===== src/rtl/core/sclfu_pkg.sv =====
`timescale 1ns / 1ps

package sclfu_pkg;

  localparam int unsigned NUM_BUCKETS_DEF = 2039;
  localparam int unsigned WAYS_DEF        = 8;

  localparam int unsigned HASH_W = 32;
  localparam int unsigned TAG_W  = 64;
  localparam int unsigned CNT_W  = 32;
  localparam int unsigned NUM_W  = 32;
  localparam int unsigned IDX_W  = 14;

  // multiply, subtract, correct
  localparam int unsigned MOD_CYCLES = 3;
  localparam int unsigned MOD_CNT_W  = (MOD_CYCLES > 1) ? $clog2(MOD_CYCLES) : 1;

  typedef struct packed {
    logic [TAG_W-1:0] tag;
    logic [CNT_W-1:0] cnt;
    logic [NUM_W-1:0] num;
  } entry_t;

  typedef struct packed {
    logic clear;
    logic load_in;
    logic mod_step;
    logic rd_valid;
    logic scan_eval;
    logic commit;
  } cmd_t;

  typedef struct packed {
    logic clr_last;
    logic mod_last;
    logic scan_last;
    logic out_free;
  } status_t;

endpackage


===== src/rtl/core/sclfu_ctrl.sv =====
`timescale 1ns / 1ps

module sclfu_ctrl (
  input  logic              clk_i,
  input  logic              rst_ni,
  input  logic              in_valid_i,
  output logic              in_stall_o,
  input  sclfu_pkg::status_t status_i,
  output sclfu_pkg::cmd_t    cmd_o
);

  typedef enum logic [5:0] {
    ST_CLEAR = 6'b000001,
    ST_IDLE  = 6'b000010,
    ST_MOD   = 6'b000100,
    ST_VRD   = 6'b001000,
    ST_SCAN  = 6'b010000,
    ST_FIN   = 6'b100000
  } state_e;

  state_e state_q, state_d;

  always_ff @(posedge clk_i or negedge rst_ni) begin
    if (!rst_ni) begin
      state_q <= ST_CLEAR;
    end else begin
      state_q <= state_d;
    end
  end

  always_comb begin
    state_d = state_q;
    cmd_o   = '0;
    case (state_q)
      ST_CLEAR: begin
        cmd_o.clear = 1'b1;
        if (status_i.clr_last) begin
          state_d = ST_IDLE;
        end
      end
      ST_IDLE: begin
        if (in_valid_i) begin
          cmd_o.load_in = 1'b1;
          state_d       = ST_MOD;
        end
      end
      ST_MOD: begin
        cmd_o.mod_step = 1'b1;
        if (status_i.mod_last) begin
          state_d = ST_VRD;
        end
      end
      ST_VRD: begin
        cmd_o.rd_valid = 1'b1;
        state_d        = ST_SCAN;
      end
      ST_SCAN: begin
        cmd_o.scan_eval = 1'b1;
        if (status_i.scan_last) begin
          state_d = ST_FIN;
        end
      end
      ST_FIN: begin
        if (status_i.out_free) begin
          cmd_o.commit = 1'b1;
          state_d      = ST_IDLE;
        end
      end
      default: begin
        state_d = ST_CLEAR;
      end
    endcase
  end

  assign in_stall_o = (state_q != ST_IDLE);

endmodule


===== config.mk =====
export PLATFORM = sky130hd
export DESIGN_NAME = sclfu_ctrl
export DESIGN_NICKNAME = d
export VERILOG_FILES = /design/src/rtl/core/sclfu_pkg.sv /design/src/rtl/core/sclfu_ctrl.sv
export SDC_FILE = /design/constraint.sdc
export NUM_CORES = 1
export LEC_CHECK = 0
export ABC_CLOCK_PERIOD_IN_PS = 1600
export BUFFER_PORTS_ARGS = -buffer_cell sky130_fd_sc_hd__buf_2
export CAP_MARGIN = 40
export CORE_AREA = 2 2 39 41
export CTS_CLUSTER_SIZE = 12
export DETAILED_ROUTE_END_ITERATION = 10
export DIE_AREA = 0 0 41 43
export GPL_ROUTABILITY_DRIVEN = 0
export SYNTH_ARGS = -nofsm -noshare
export SYNTH_HDL_FRONTEND = slang
export SYNTH_SLANG_ARGS = --single-unit

===== constraint.sdc =====
create_clock -name clk_i -period 1.6 [get_ports clk_i]
set_input_delay 0.4 -clock clk_i [delete_from_list [all_inputs] [get_ports clk_i]]
set_output_delay 0.4 -clock clk_i [all_outputs]
set_load 0.02 [all_outputs]

==> results of run 1 <==
==> cell usage in the layout (no fill, tap or decap), types with 2 or more instances in the layout <==
cell type / synthesis / final
nand3b_1: 4 / 4
buf_2: 0 / 7
inv_1: 5 / 4
clkbuf_4: 0 / 3
nor4_4: 0 / 2
dfrtp_1: 5 / 4
nand2_1: 2 / 2
buf_4: 0 / 22
nor2_4: 0 / 2
buf_6: 0 / 6
nor2_1: 7 / 4
a21oi_1: 2 / 2
==> worst max-delay path by stage <==
stage,startpoint,end,slack (ns)
floorplan,state_q[4]$_DFFE_PN0P_,cmd_o[4],-0.11
global placement,state_q[0]$_DFFE_PN1P_,cmd_o[0],-0.08
detailed placement,state_q[0]$_DFFE_PN1P_,cmd_o[0],-0.1
CTS,state_q[0]$_DFFE_PN1P_,cmd_o[0],-0.33
global route,state_q[0]$_DFFE_PN1P_,cmd_o[0],-0.35
finish,state_q[0]$_DFFE_PN1P_,cmd_o[0],-0.30
==> kinds of logic after synthesis <==
group | count (synthesis) | share of synthesized area
simple gates | 21 | 0.344
flops | 6 | 0.434
xor+xnor | 1 | 0.0251
compound gates | 7 | 0.143
buf+inv | 5 | 0.0538
==> power by group through the flow <==
| stage | sequential, mW | clock, mW | combinational [mW] |
|---|---|---|---|
| 4_1_cts | 0.207 | 0.153 | 0.550 |
| 6_report | 0.206 | 0.146 | 0.600 |
| 2_1_floorplan | 0.222 | 0 | 0.199 |
| 3_5_place_dp | 0.209 | 0 | 0.401 |
| 5_1_grt | 0.212 | 0.160 | 0.633 |
| 3_3_place_gp | 0.206 | 0 | 0.401 |
==> per-stage QoR <==
step	hold WS (ns)	area, sq um	setup WS, ns	instances	total power, mW
2_1_floorplan	0.104	370	-0.110	40	0.421
3_3_place_gp	0.223	553	-0.0802	82	0.607
3_5_place_dp	0.225	553	-0.0979	82	0.610
4_1_cts	0.334	717	-0.325	94	0.911
5_1_grt	0.364	751	-0.353	96	1.00
6_report	0.360	751	-0.304	96	0.952
==> cell type report <==
cell class                 instances  area [sq um]  share of cell area
sequential                         6           153               0.203
timing repair buffer              36           278               0.370
inverter                           5          18.8              0.0250
tap                               16          20.0              0.0267
clock buffer                       4          26.3              0.0350
multi-input combinational         29           255               0.340
==> what timing repair did <==
action                     in CTS  in global routing
setup buffers                   7                  2
setup endpoints to repair       8                 11
pin swaps                       8                  5
hold buffers                    1                  0
hold endpoints to repair        5                  0
resized for setup              18                  4
cloned                          0                  0
==> per-layer routing <==
layer,track usage,routed length [um]
met4,0.0800,0
met5,0,0
met2,0.256,661
met3,0.0157,14
met1,0.156,446
==> summary.md, run 1 <==
| Metric | Value |
|---|---|
| Outcome | finished with violations |
| Failing checks | setup timing |
| Skew final | 0.00644 ns |
| Vias per cell | 4.41 |
| FF-to-FF path depth | 5 |
| H-tree levels | 1 |
| Final Util | 0.542 |
| Delay of the slowest critical-path stage | 0.55 ns |
| #FFs+latches synth | 6 |
| Most used DFF post-synth | dfrtp_1 |
| PortBufs | 13 |
| Syn_nets | 47 |
| TritonCTS Buffers | 3 |
| Pwr/cell area | 1270 mW/mm^2 |
| Post-route setup TNS | -1.90 ns |
| Switching Fraction | 0.354 |
| Comb power frac | 0.630 |
| CP startpoint kind | flop |
| Final hold vios | 0 |
| Fin. max-slew vios | 0 |
| Final Critical Period | 1.90 ns |
| Share of the synthesized area in the top cell type | 0.358 |
| CP Depth | 3 |
| Worst-Skew Late Latency | 0.24 ns |
| Worst hold start | status_i[3] |
| Setup CP Type | flop to output port |
| Vias post-DR | 423 |
| # IOs | 14 |
| RSZ-0062 raised after global routing | true |
| # DRC | 0 |
| Initial core utilization | 0.252 |
| Largest net degree at the start of global routing | 7 |
| Worst vdd ir | 0.000551 V |
| Worst path slowest cell | or4_4 |
| Share of cells above drive strength 1 | 0.638 |
| Hold EP | state_q[0]$_DFFE_PN1P_ |
| Clock sink count | 6 |
| Worst r2r src | state_q[0]$_DFFE_PN1P_ |
| Rel. slew slack | 0.849 |
| Cell count after synthesis | 40 |
| Vias in the first global route | 427 |
| Core Region | 0.00138 sq mm |
| Die footprint | 0.00176 sq mm |
| Antenna-violating nets left | 0 |
| FP Rows | 14 |
| Post-synthesis sequential area ratio | 0.434 |
| Detailed placement HPWL | 769 um |
| Root buf cell | clkbuf_4 |
| R2r setup slk | -0.19 ns |
| Initial antenna violation count | 0 |
| Largest cells by area after synthesis | dfrtp_1 36%, nand3b_1 8.6%, dfstp_2 7.5% |
| Max reg flops | 6 |
| Mapped Area | 349 sq um |
| Total iterations of the first detailed-routing run | 2 |
| Top-count cell post-synth | nor2_1 |
| Worst Tran Pin Value | 0.225 ns |
| Max-cap violations | 0 |
| Largest regs | state_q x6 |
| CTS tree | done |
| # diodes | 0 |
| Chip Width | 41 um |
| Most instantiated cells after synthesis | 7 x nor2_1, 5 x dfrtp_1, 5 x inv_1 |
| Hold path depth | 2 |
| Overall routing resource usage | 0.146 |
| Post-synth ARST share | 1.00 |
| Crit. End Element | output port |
| Layout filler cell count | 128 |
| Yosys cell types | 18 |
| Most flops, register | state_q |
| Area Overhead vs Synth | 115% |
| Post-synth EDFFs | 0 |
| Worst setup margin | -0.304 ns |
| Critical Path AT | 1.50 ns |
| 1st-iter DRT viols | 4 |
| Crit path cell chain | or4_4 > nor3_4 > buf_6 |
| CP delay by family, top | simple AND/OR/NAND/NOR gates |
| Internal power | 0.615 mW |
| Clock buffer depth | 2 |
| Final period util | 1.19 |
| Mean routed wirelength per cell | 11.7 um |
| Final net count | 88 |
| Req. time, crit path | 1.20 ns |
| Chip Height | 43 um |
| CP bufs+invs | 1 |
| Max Fclk | 525 MHz |
| Setup Viol. Count Final | 11 |
| YS warnings | 0 |
| RR Endpoint | state_q[1]$_DFFE_PN0P_ |
| Total gr overflow | 0 |
| Area leader, netlist | dfrtp_1 |
| CP Max Fanout | 3 |
| Clk pwr share | 0.153 |
| Flop pwr share | 0.217 |
| Psw | 0.337 mW |
| First-pass GRT wire length | 1.70 mm |
| Syn avg cell area | 8.73 sq um |
| Static Leak | 0.373 nW |
| Worst Hold Class | input port to flop |
| DRT Wirelength | 1.12 mm |
| Worst-path clk slew | 0.04 ns |
Power figures use the tool's default switching activity.
==> inputs of run 2 (changes only) <==
HOLD_SLACK_MARGIN = 0.02   (was unset)
SKIP_CTS_REPAIR_TIMING = 1   (was unset)
==> summary.md, run 2 (same netlist as run 1, synthesis figures left out) <==
| Metric | Value |
|---|---|
| Outcome | finished with violations |
| Failing checks | setup timing |
| Commonest non-fill, non-tap cell in the layout | buf_4 |
| Worst path slowest cell | or4_4 |
| CTS tree | done |
| # IOs | 14 |
| Core Region | 0.00138 sq mm |
| CP bufs+invs | 1 |
| Req. time, crit path | 1.20 ns |
| Total gr overflow | 0 |
| Vias per cell | 4.57 |
| Vias in the first global route | 352 |
| Vias post-DR | 411 |
| Worst-path clk slew | 0.04 ns |
| Post-route setup TNS | -1.38 ns |
| Largest regs | state_q x6 |
| Fin. max-slew vios | 0 |
| Rel. slew slack | 0.848 |
| Share of cells above drive strength 1 | 0.608 |
| Antenna-violating nets left | 0 |
| Total iterations of the first detailed-routing run | 4 |
| Total power | 0.895 mW |
| Worst vdd ir | 0.000522 V |
| Static Leak | 0.347 nW |
| Max-cap violations | 0 |
| PortBufs | 13 |
| Pwr/cell area | 1280 mW/mm^2 |
| Most frequent cells in the layout | 17 x buf_4, 7 x buf_2, 5 x buf_6 |
| 1st-iter DRT viols | 4 |
| Pre-CTS WS | -0.0979 ns |
| Skew final | 0.00657 ns |
| Critical Path AT | 1.51 ns |
| Placed cell areas | 553 sq um |
| Crit. End Element | output port |
| Worst-Skew Late Latency | 0.24 ns |
| Chip Height | 43 um |
| RSZ-0062 raised after global routing | true |
| Final period util | 1.19 |
| Worst hold slack | 0.356 ns |
| Final Critical Period | 1.91 ns |
| Max Fclk | 524 MHz |
| Delay of the slowest critical-path stage | 0.57 ns |
| DRT Wirelength | 1.02 mm |
| # DRC | 0 |
| Clock buffer depth | 2 |
| Fin area | 697 sq um |
| Setup CP Type | flop to output port |
| H-tree levels | 1 |
| Most flops, register | state_q |
| Initial antenna violation count | 0 |
| CP Max Fanout | 4 |
| CP startpoint kind | flop |
| Worst Hold Class | input port to flop |
| Final net count | 82 |
| Final Util | 0.504 |
| FP Rows | 14 |
| Root buf cell | clkbuf_4 |
| Largest net degree at the start of global routing | 7 |
| Worst Tran Pin Value | 0.227 ns |
| Chip Width | 41 um |
| Max reg flops | 6 |
| Setup Viol. Count Final | 9 |
| Worst setup margin | -0.310 ns |
| Crit path cell chain | or4_4 > nor3_4 > buf_6 |
| Die footprint | 0.00176 sq mm |
| Initial core utilization | 0.252 |
| Final hold vios | 0 |
| Detailed placement HPWL | 769 um |
| Layout filler cell count | 131 |
| Non-Filler Instances | 90 |
| Overall routing resource usage | 0.119 |
| TritonCTS Buffers | 3 |
| Clock sink count | 6 |
| Mean routed wirelength per cell | 11.4 um |
| First-pass GRT wire length | 1.37 mm |
| Area Overhead vs Synth | 99.6% |
| # diodes | 0 |
| CP delay by family, top | simple AND/OR/NAND/NOR gates |
| Dpl cells | 82 |
## run 2: final timing paths
kind / from / to / slack (ns) / cells past startpoint
worst min-delay path: status_i[3] / state_q[0]$_DFFE_PN1P_ / 0.36 / 2
max in group asynchronous: rst_ni / state_q[0]$_DFFE_PN1P_ / 0.88 / 2
worst min register to register: state_q[1]$_DFFE_PN0P_ / state_q[5]$_DFFE_PN0P_ / 0.58 / 2
worst max-delay path: state_q[0]$_DFFE_PN1P_ / cmd_o[0] / -0.31 / 3
min in group asynchronous: rst_ni / state_q[3]$_DFFE_PN0P_ / 0.50 / 2
worst max register to register: state_q[0]$_DFFE_PN1P_ / state_q[1]$_DFFE_PN0P_ / -0.06 / 4
## run 2: cell type report
| cell class | instances | area [sq um] | area share |
|---|---|---|---|
| inverter | 5 | 18.8 | 0.0269 |
| tap | 16 | 20.0 | 0.0287 |
| timing repair buffer | 30 | 229 | 0.329 |
| multi-input combinational | 29 | 250 | 0.359 |
| sequential | 6 | 153 | 0.219 |
| clock buffer | 4 | 26.3 | 0.0377 |
## run 2: metal layers
metal / share of wire / routed length (um) / up-vias / track usage
met3: 0.020 / 20 / 0 / 0.0157
met1: 0.39 / 402 / 196 / 0.142
met5: 0 / 0 / - / 0
met2: 0.59 / 598 / 6 / 0.184
met4: 0 / 0 / 0 / 0.0800
li1: - / - / 209 / -
## run 2: worst reg2reg max path: stages, from the launching register on
cell and delay, ns:
dfstp_2 0.36, or4_4 0.57, or3_4 0.42, o221ai_4 0.09, o22ai_2 0.10
## run 2: power breakdown
group | internal [mW] | switching [mW]
registers | 0.191 | 0.0165
clock network | 0.0942 | 0.0514
logic | 0.287 | 0.255
total | 0.572 | 0.323
